[config.mk]
export PLATFORM = sky130hd
export DESIGN_NAME = humidity_temp_frame_decoder
export DESIGN_NICKNAME = d
export VERILOG_FILES = /design/src/hw/rtl/htfd_pkg.sv /design/src/hw/rtl/humidity_temp_frame_decoder.sv
export SDC_FILE = /design/constraint.sdc
export NUM_CORES = 1
export LEC_CHECK = 0
export BUFFER_PORTS_ARGS = -buffer_cell sky130_fd_sc_hd__buf_2
export CELL_PAD_IN_SITES_DETAIL_PLACEMENT = 0
export CELL_PAD_IN_SITES_GLOBAL_PLACEMENT = 1
export CORE_MARGIN = 4
export CORE_UTILIZATION = 50
export CTS_CLUSTER_SIZE = 10
export DETAILED_ROUTE_END_ITERATION = 10
export GPL_ROUTABILITY_DRIVEN = 0
export GPL_TIMING_DRIVEN = 0
export PLACE_DENSITY = 0.84
export SYNTH_ARGS = -nofsm -noshare
export SYNTH_HDL_FRONTEND = slang
export SYNTH_SLANG_ARGS = --single-unit
[constraint.sdc]
create_clock -name clk -period 7.15 [get_ports clk]
set_input_delay 1.0725 -clock clk [delete_from_list [all_inputs] [get_ports clk]]
set_output_delay 1.0725 -clock clk [all_outputs]
set_load 0.02 [all_outputs]
[src/hw/rtl/htfd_pkg.sv]
`timescale 1ns / 1ps

package htfd_pkg;

  localparam int unsigned BYTE_W     = 8;
  localparam int unsigned RAW_W      = 20;
  localparam int unsigned HUM_CP_W   = 14;
  localparam int unsigned TEMP_CD_W  = 15;
  localparam int unsigned IDX_W      = 3;
  localparam int unsigned STORE_N    = 6;
  localparam int unsigned OUT_DATA_W = 88;

  // product widths: raw * scale
  localparam int unsigned HPROD_W = RAW_W + HUM_CP_W;      // 20 x 14
  localparam int unsigned TPROD_W = RAW_W + TEMP_CD_W;     // 20 x 15

  localparam logic [BYTE_W-1:0] CRC_POLY = 8'h31;
  localparam logic [BYTE_W-1:0] CRC_INIT = 8'hFF;
  localparam logic [BYTE_W-1:0] BUSY_MASK = 8'h80;

  localparam logic [IDX_W-1:0] IDX_FIRST = 3'd0;
  localparam logic [IDX_W-1:0] IDX_LAST_DATA = 3'd5;

  localparam logic [HUM_CP_W-1:0]  HUM_SCALE  = 14'd10000;
  localparam logic [TEMP_CD_W-1:0] TEMP_SCALE = 15'd20000;
  localparam logic [TEMP_CD_W-1:0] TEMP_OFFSET = 15'd5000;

  // -40 C and 85 C expressed on the unshifted product raw * 20000
  localparam logic [TPROD_W-1:0] TPROD_MIN = TPROD_W'(64'd1000 << 20);
  localparam logic [TPROD_W-1:0] TPROD_MAX = TPROD_W'(64'd13500 << 20);

  typedef logic [BYTE_W-1:0] byte_t;

  // one MSB-first CRC-8 update over a whole byte
  function automatic byte_t crc_feed(byte_t c, byte_t b);
    byte_t v;
    v = c ^ b;
    for (int i = 0; i < 8; i++) begin
      if (v[7]) begin
        v = {v[6:0], 1'b0} ^ CRC_POLY;
      end else begin
        v = {v[6:0], 1'b0};
      end
    end
    return v;
  endfunction

endpackage

[src/hw/rtl/humidity_temp_frame_decoder.sv]
`timescale 1ns / 1ps

// Measurement reply decoder for a humidity / temperature sensor.
// Input channel (in_*): one reply byte per item, in_tuser marks the status
// byte that opens a frame. A frame is the status byte and five data bytes,
// plus a CRC-8 byte (poly 0x31, init 0xFF) when crc_enable is set. Bytes
// without a start mark continue the current frame; a new start mark drops a
// partial frame.
// Config channel (cfg_*): cfg_data[0] is crc_enable, always ready; write it
// only while no frame is in flight.
// Result channel (out_*): one item per completed frame with raw values,
// scaled values and status flags.
// Throughput: one byte per cycle while in_tready is high. The CRC update is one unrolled byte step.
// A finished frame passes through the frame capture register, then through
// the scaling multipliers into the output register.
// Reset clears the byte count, the CRC, crc_enable and both valid stages.
// When the receiver stalls, the output register holds its item and one more
// finished frame waits in the capture register; only then does in_tready
// drop, and only for bytes, since every byte updates the frame state.
module humidity_temp_frame_decoder
  import htfd_pkg::*;
(
  input  logic                  clk,
  input  logic                  rst_n,
  // cfg_data: [0] crc_enable
  input  logic                  cfg_valid,
  output logic                  cfg_ready,
  input  logic                  cfg_data,
  // in_tdata: [7:0] rx_byte
  input  logic                  in_tvalid,
  output logic                  in_tready,
  input  logic [BYTE_W-1:0]     in_tdata,
  // in_tuser: [0] frame_start
  input  logic                  in_tuser,
  output logic                  out_tvalid,
  input  logic                  out_tready,
  // out_tdata: [7:0] status_byte, [27:8] humidity_raw, [47:28] temperature_raw,
  // [61:48] humidity_centipct, [76:62] temperature_centideg, [77] busy_res,
  // [78] crc_ok, [79] in_range, [80] result_ok, [87:81] zero
  output logic [OUT_DATA_W-1:0] out_tdata
);

  logic                 crc_enable_r;
  logic [IDX_W-1:0]     byte_index_r, byte_index_nxt;
  byte_t                crc_r, crc_nxt;
  byte_t                store_r [STORE_N];

  logic                 s1_v_r, s1_v_nxt;
  byte_t                s1_status_r;
  logic [RAW_W-1:0]     s1_hraw_r, s1_traw_r;
  logic                 s1_crc_good_r;

  logic                 out_v_r, out_v_nxt;
  logic [OUT_DATA_W-1:0] out_data_r;

  logic                 in_acc, s1_adv;
  logic [IDX_W-1:0]     idx;
  byte_t                crc_base, byte5;
  logic                 finish, crc_good, data_byte;

  logic [HPROD_W-1:0]   hprod;
  logic [TPROD_W-1:0]   tprod;
  logic [TEMP_CD_W-1:0] temp_cd;
  logic                 busy, inr;

  assign cfg_ready = 1'b1;

  always_ff @(posedge clk) begin
    if (!rst_n) begin
      crc_enable_r <= 1'b0;
    end else if (cfg_valid) begin
      crc_enable_r <= cfg_data;
    end
  end

  // byte accept side
  assign s1_adv    = !out_v_r || out_tready;
  assign in_tready = !s1_v_r || s1_adv;
  assign in_acc    = in_tvalid && in_tready;

  assign idx       = in_tuser ? IDX_FIRST : byte_index_r;
  assign crc_base  = in_tuser ? CRC_INIT : crc_r;
  assign data_byte = (idx <= IDX_LAST_DATA);

  always_comb begin
    finish         = 1'b0;
    crc_good       = 1'b1;
    byte_index_nxt = byte_index_r;
    crc_nxt        = crc_r;
    if (in_acc) begin
      if (data_byte) begin
        crc_nxt = crc_feed(crc_base, in_tdata);
        if (idx == IDX_LAST_DATA && !crc_enable_r) begin
          finish = 1'b1;
        end else begin
          byte_index_nxt = idx + 1'b1;
        end
      end else begin
        // trailing CRC byte
        crc_good = crc_enable_r ? (crc_base == in_tdata) : 1'b1;
        finish   = 1'b1;
      end
      if (finish) begin
        byte_index_nxt = IDX_FIRST;
        crc_nxt        = CRC_INIT;
      end
    end
  end

  always_ff @(posedge clk) begin
    if (!rst_n) begin
      byte_index_r <= IDX_FIRST;
      crc_r        <= CRC_INIT;
    end else begin
      byte_index_r <= byte_index_nxt;
      crc_r        <= crc_nxt;
    end
  end

  always_ff @(posedge clk) begin
    if (in_acc && data_byte) begin
      store_r[idx] <= in_tdata;
    end
  end

  // byte 5 may be the byte that ends the frame this cycle
  assign byte5 = (idx == IDX_LAST_DATA) ? in_tdata : store_r[5];

  always_comb begin
    s1_v_nxt = s1_v_r;
    if (in_acc && finish) begin
      s1_v_nxt = 1'b1;
    end else if (s1_adv) begin
      s1_v_nxt = 1'b0;
    end
  end

  always_ff @(posedge clk) begin
    if (!rst_n) begin
      s1_v_r <= 1'b0;
    end else begin
      s1_v_r <= s1_v_nxt;
    end
  end

  always_ff @(posedge clk) begin
    if (in_acc && finish) begin
      s1_status_r   <= store_r[0];
      s1_hraw_r     <= {store_r[1], store_r[2], store_r[3][7:4]};
      s1_traw_r     <= {store_r[3][3:0], store_r[4], byte5};
      s1_crc_good_r <= crc_good;
    end
  end

  // scaling stage
  assign hprod   = HPROD_W'(s1_hraw_r) * HPROD_W'(HUM_SCALE);
  assign tprod   = TPROD_W'(s1_traw_r) * TPROD_W'(TEMP_SCALE);
  assign temp_cd = tprod[TPROD_W-1:20] - TEMP_OFFSET;
  assign busy    = |(s1_status_r & BUSY_MASK);
  assign inr     = (tprod >= TPROD_MIN) && (tprod <= TPROD_MAX);

  always_comb begin
    out_v_nxt = out_v_r;
    if (s1_v_r && s1_adv) begin
      out_v_nxt = 1'b1;
    end else if (out_tready) begin
      out_v_nxt = 1'b0;
    end
  end

  always_ff @(posedge clk) begin
    if (!rst_n) begin
      out_v_r <= 1'b0;
    end else begin
      out_v_r <= out_v_nxt;
    end
  end

  always_ff @(posedge clk) begin
    if (s1_v_r && s1_adv) begin
      out_data_r <= {7'd0,
                     (!busy && s1_crc_good_r && inr),
                     inr,
                     s1_crc_good_r,
                     busy,
                     temp_cd,
                     hprod[HPROD_W-1:20],
                     s1_traw_r,
                     s1_hraw_r,
                     s1_status_r};
    end
  end

  assign out_tvalid = out_v_r;
  assign out_tdata  = out_data_r;

endmodule

==> flow_summary.json <==
{
  "status": "completed",
  "antennaDiodeCount": 0,
  "worstPathRequired_ns": 7.32,
  "finalCritPeriodShare": 0.860,
  "met3_usage": 0.0304,
  "cts_tree": "built",
  "start_util": 0.511,
  "area_growth_pct": 12.1,
  "finish.utilization": 0.573,
  "fin_nets": 1590,
  "synth_edf_count": 177,
  "ir_worst_vdd_mv": 0.150,
  "synth_async_sr_flop_share": 0,
  "cpPeakStageDelay_ns": 0.65,
  "endpoint_kind": "flip-flop",
  "wirelength_microns": 27000,
  "rows": 60,
  "coreArea_sq_um": 27000,
  "p_leak_nw": 7.10,
  "vias": 8754,
  "ctsResizeCount": 0,
  "yosysTopAreaCell": "edfxtp_1",
  "cts.htree.levels": 4,
  "fin_area_sq_um": 15500,
  "hpwlAfterDp_microns": 20500,
  "maxSlewHeadroom": 0.175,
  "yosysMostFrequentCell": "inv_1",
  "first_global_vias": 9133,
  "synth_simple_gate_area_frac": 0.0639,
  "ys_seq_area_frac": 0.405,
  "synth_cell_type_count": 79,
  "io_pins": 106,
  "dpl_cell_area_sq_um": 14800,
  "ys_warn_count": 0,
  "multi_input_comb_area_sq_um": 7090,
  "start_kind": "flip-flop",
  "drive_gt1_frac": 0.166,
  "die_y_microns": 174,
  "min_path_type": "flip-flop to flip-flop",
  "synth_top_family_by_area": "adder cells",
  "numCtsBuffers": 17,
  "drc": 0,
  "crit_path_top_delay_cell": "a2111oi_2",
  "die_x_microns": 174,
  "drt-pass1-iter-count": 6,
  "synth_top_cell_area_share": 0.385,
  "clockBufferDepth": 2,
  "max_freq_mhz": 163,
  "grt_overflow": 0,
  "synthMuxAreaShare": 0.0421,
  "grt_pass1_wl_microns": 45700,
  "synthAdderAreaFrac": 0.292,
  "period_minus_slack_ns": 6.15,
  "clk_latency_ns": 0.44,
  "antenna_found_initial": 0,
  "grtUsageMet2": 0.315,
  "arrival_ns": 6.32,
  "tightest_slew_ns": 1.23,
  "path_class": "flip-flop to flip-flop",
  "io_buffer_count": 97,
  "clkTransAtPathRegs_ns": 0.08,
  "drtIter0Drc": 502,
  "synth_area_sq_um": 13800,
  "die_area_sq_um": 30300,
  "crit_chain": "inv_1 > fa_1 > inv_1 > ha_1 > fa_1 > ha_1 > inv_1 > fa_1 > inv_1 > ha_1 > clkbuf_1 > o21ai_0 > a21oi_1 > a31oi_4 > o21a_4 > xnor2_4 > inv_1 > ha_1 > nand3_1 > nor2_1 > a31o_2 > a2111oi_2 > nor4b_2",
  "vias_per_cell": 5.26,
  "avgRoutedWirePerCell_microns": 16.3,
  "grt_start_max_net_pins": 35,
  "clock_skew_ns": 0.00754,
  "synth-main-ff-cell": "edfxtp_1",
  "yosys-top-cells-count": "272 x inv_1, 177 x edfxtp_1, 173 x ha_1",
  "regArea_sq_um": 5600,
  "detail-route-antenna-nets": 0,
  "postSynthAreaPerCell_sq_um": 11.7,
  "grtUsageMet1": 0.255,
  "top_usage_layer": "met2",
  "setup-violations-final": 0,
  "cpMostUsedCell": "inv_1",
  "cts-root-buf": "clkbuf_16",
  "power_density_nw_per_um2": 155,
  "drv_slew": 0,
  "cts-hold-fix-buffers": 0,
  "grt.total_usage": 0.187,
  "synthTopCellsByArea": "edfxtp_1 38%, ha_1 16%, fa_1 13%",
  "worstPathMaxFanout": 8,
  "synth_xor_area_frac": 0.0369,
  "synthCells": 1183,
  "clkSinkCount": 191,
  "fin_tns_setup_ns": 0,
  "synth-compound-area-share": 0.0753,
  "cap_violations": 0,
  "rsz0062_at_grt": "no",
  "post_cts_buffers": 0,
  "hold_viol_final": 0,
  "num-fill-cells": 2283,
  "ys_ff_latch": 191
}
final timing paths:
check / to / startpoint / slack [ns] / cells past startpoint
min: out_tdata[5] / s1_status_r[5] / 0.43 / 0
max reg2reg: out_tdata[80] / s1_traw_r[8] / 1.00 / 23
min reg2reg: out_tdata[5] / s1_status_r[5] / 0.43 / 0
max: out_tdata[80] / s1_traw_r[8] / 1.00 / 23
critical path, delay by kind of cell, from the launching register on:
family | cells | cell delay, ns
adders and majority gates | 7 | 2.55
AOI/OAI and AO/OA | 6 | 1.75
buffers and inverters | 6 | 0.68
DFF | 1 | 0.52
and+or+nand+nor | 3 | 0.21
xor gates and xnor gates | 1 | 0.18
flip-flops by register name (all words and copies together) (netlist names):
register,count
crc_enable_r,1
s1_traw_r,20
byte_index_r,3
s1_crc_good_r,1
crc_r,8
store_r,48
s1_v_r,1
out_tdata,80
s1_status_r,8
s1_hraw_r,20
out_tvalid,1
metrics by stage:
stage               power [mW]  setup WS, ns  cells  hold WS, ns
floorplan                 1.36          1.76   1189        0.400
global placement          1.39         0.163   1627        0.404
detailed placement        1.40         0.993   1631        0.405
CTS                       2.42         0.977   1663        0.433
global route              2.48         0.638   1663        0.453
finish                    2.40          1.00   1663        0.434
layer usage:
layer	share of wire	wire [microns]	up-vias
li1	-	-	4235
met1	0.46	12500	4303
met2	0.49	13200	178
met3	0.036	984	38
met4	0.016	424	0
met5	0	0	-
cells by family (layout without fill, tap and decap cells):
logic type	after synthesis	count (layout)
AND/OR/NAND/NOR	174	174
adder cells (fa/ha/maj)	266	266
XOR/XNOR	56	56
flip-flops	191	191
multiplexers	52	52
other	2	8
AO/OA/AOI/OAI	142	142
buffers and inverters	300	433
where the power goes:
part / total [mW] / internal, mW / leakage, nW / switching (mW)
clock: 1.03 / 0.544 / 0.313 / 0.486
combinational: 0.137 / 0.0608 / 5.07 / 0.0765
sequential: 1.23 / 1.22 / 1.72 / 0.0106
total: 2.40 / 1.83 / 7.10 / 0.573
cell usage in the layout (no fill, tap or decap), types with 8 or more instances in the layout:
master and n:
ha_1 173, dfxtp_1 14, nor2_1 36, xnor2_1 40, o21ai_0 23, nor3_1 15, a21oi_1 27, nand2_1 53
nand4_1 8, buf_4 11, nand2b_1 8, mux2_2 49, edfxtp_1 177, buf_2 98, clkbuf_1 17, xor2_1 15
nand3_1 10, fa_1 93, and3_1 10, o21a_1 9, inv_1 271, clkbuf_16 17, conb_1 8, a21o_1 16
cell type report:
cell class                 instances  share of cell area
buffer                            28             0.00930
clock buffer                      17              0.0275
clock inverter                    15              0.0142
inverter                         272              0.0660
multi-input combinational        698               0.458
sequential                       191               0.362
tap                              341              0.0276
timing repair buffer             101              0.0357
Power figures use the tool's default switching activity.
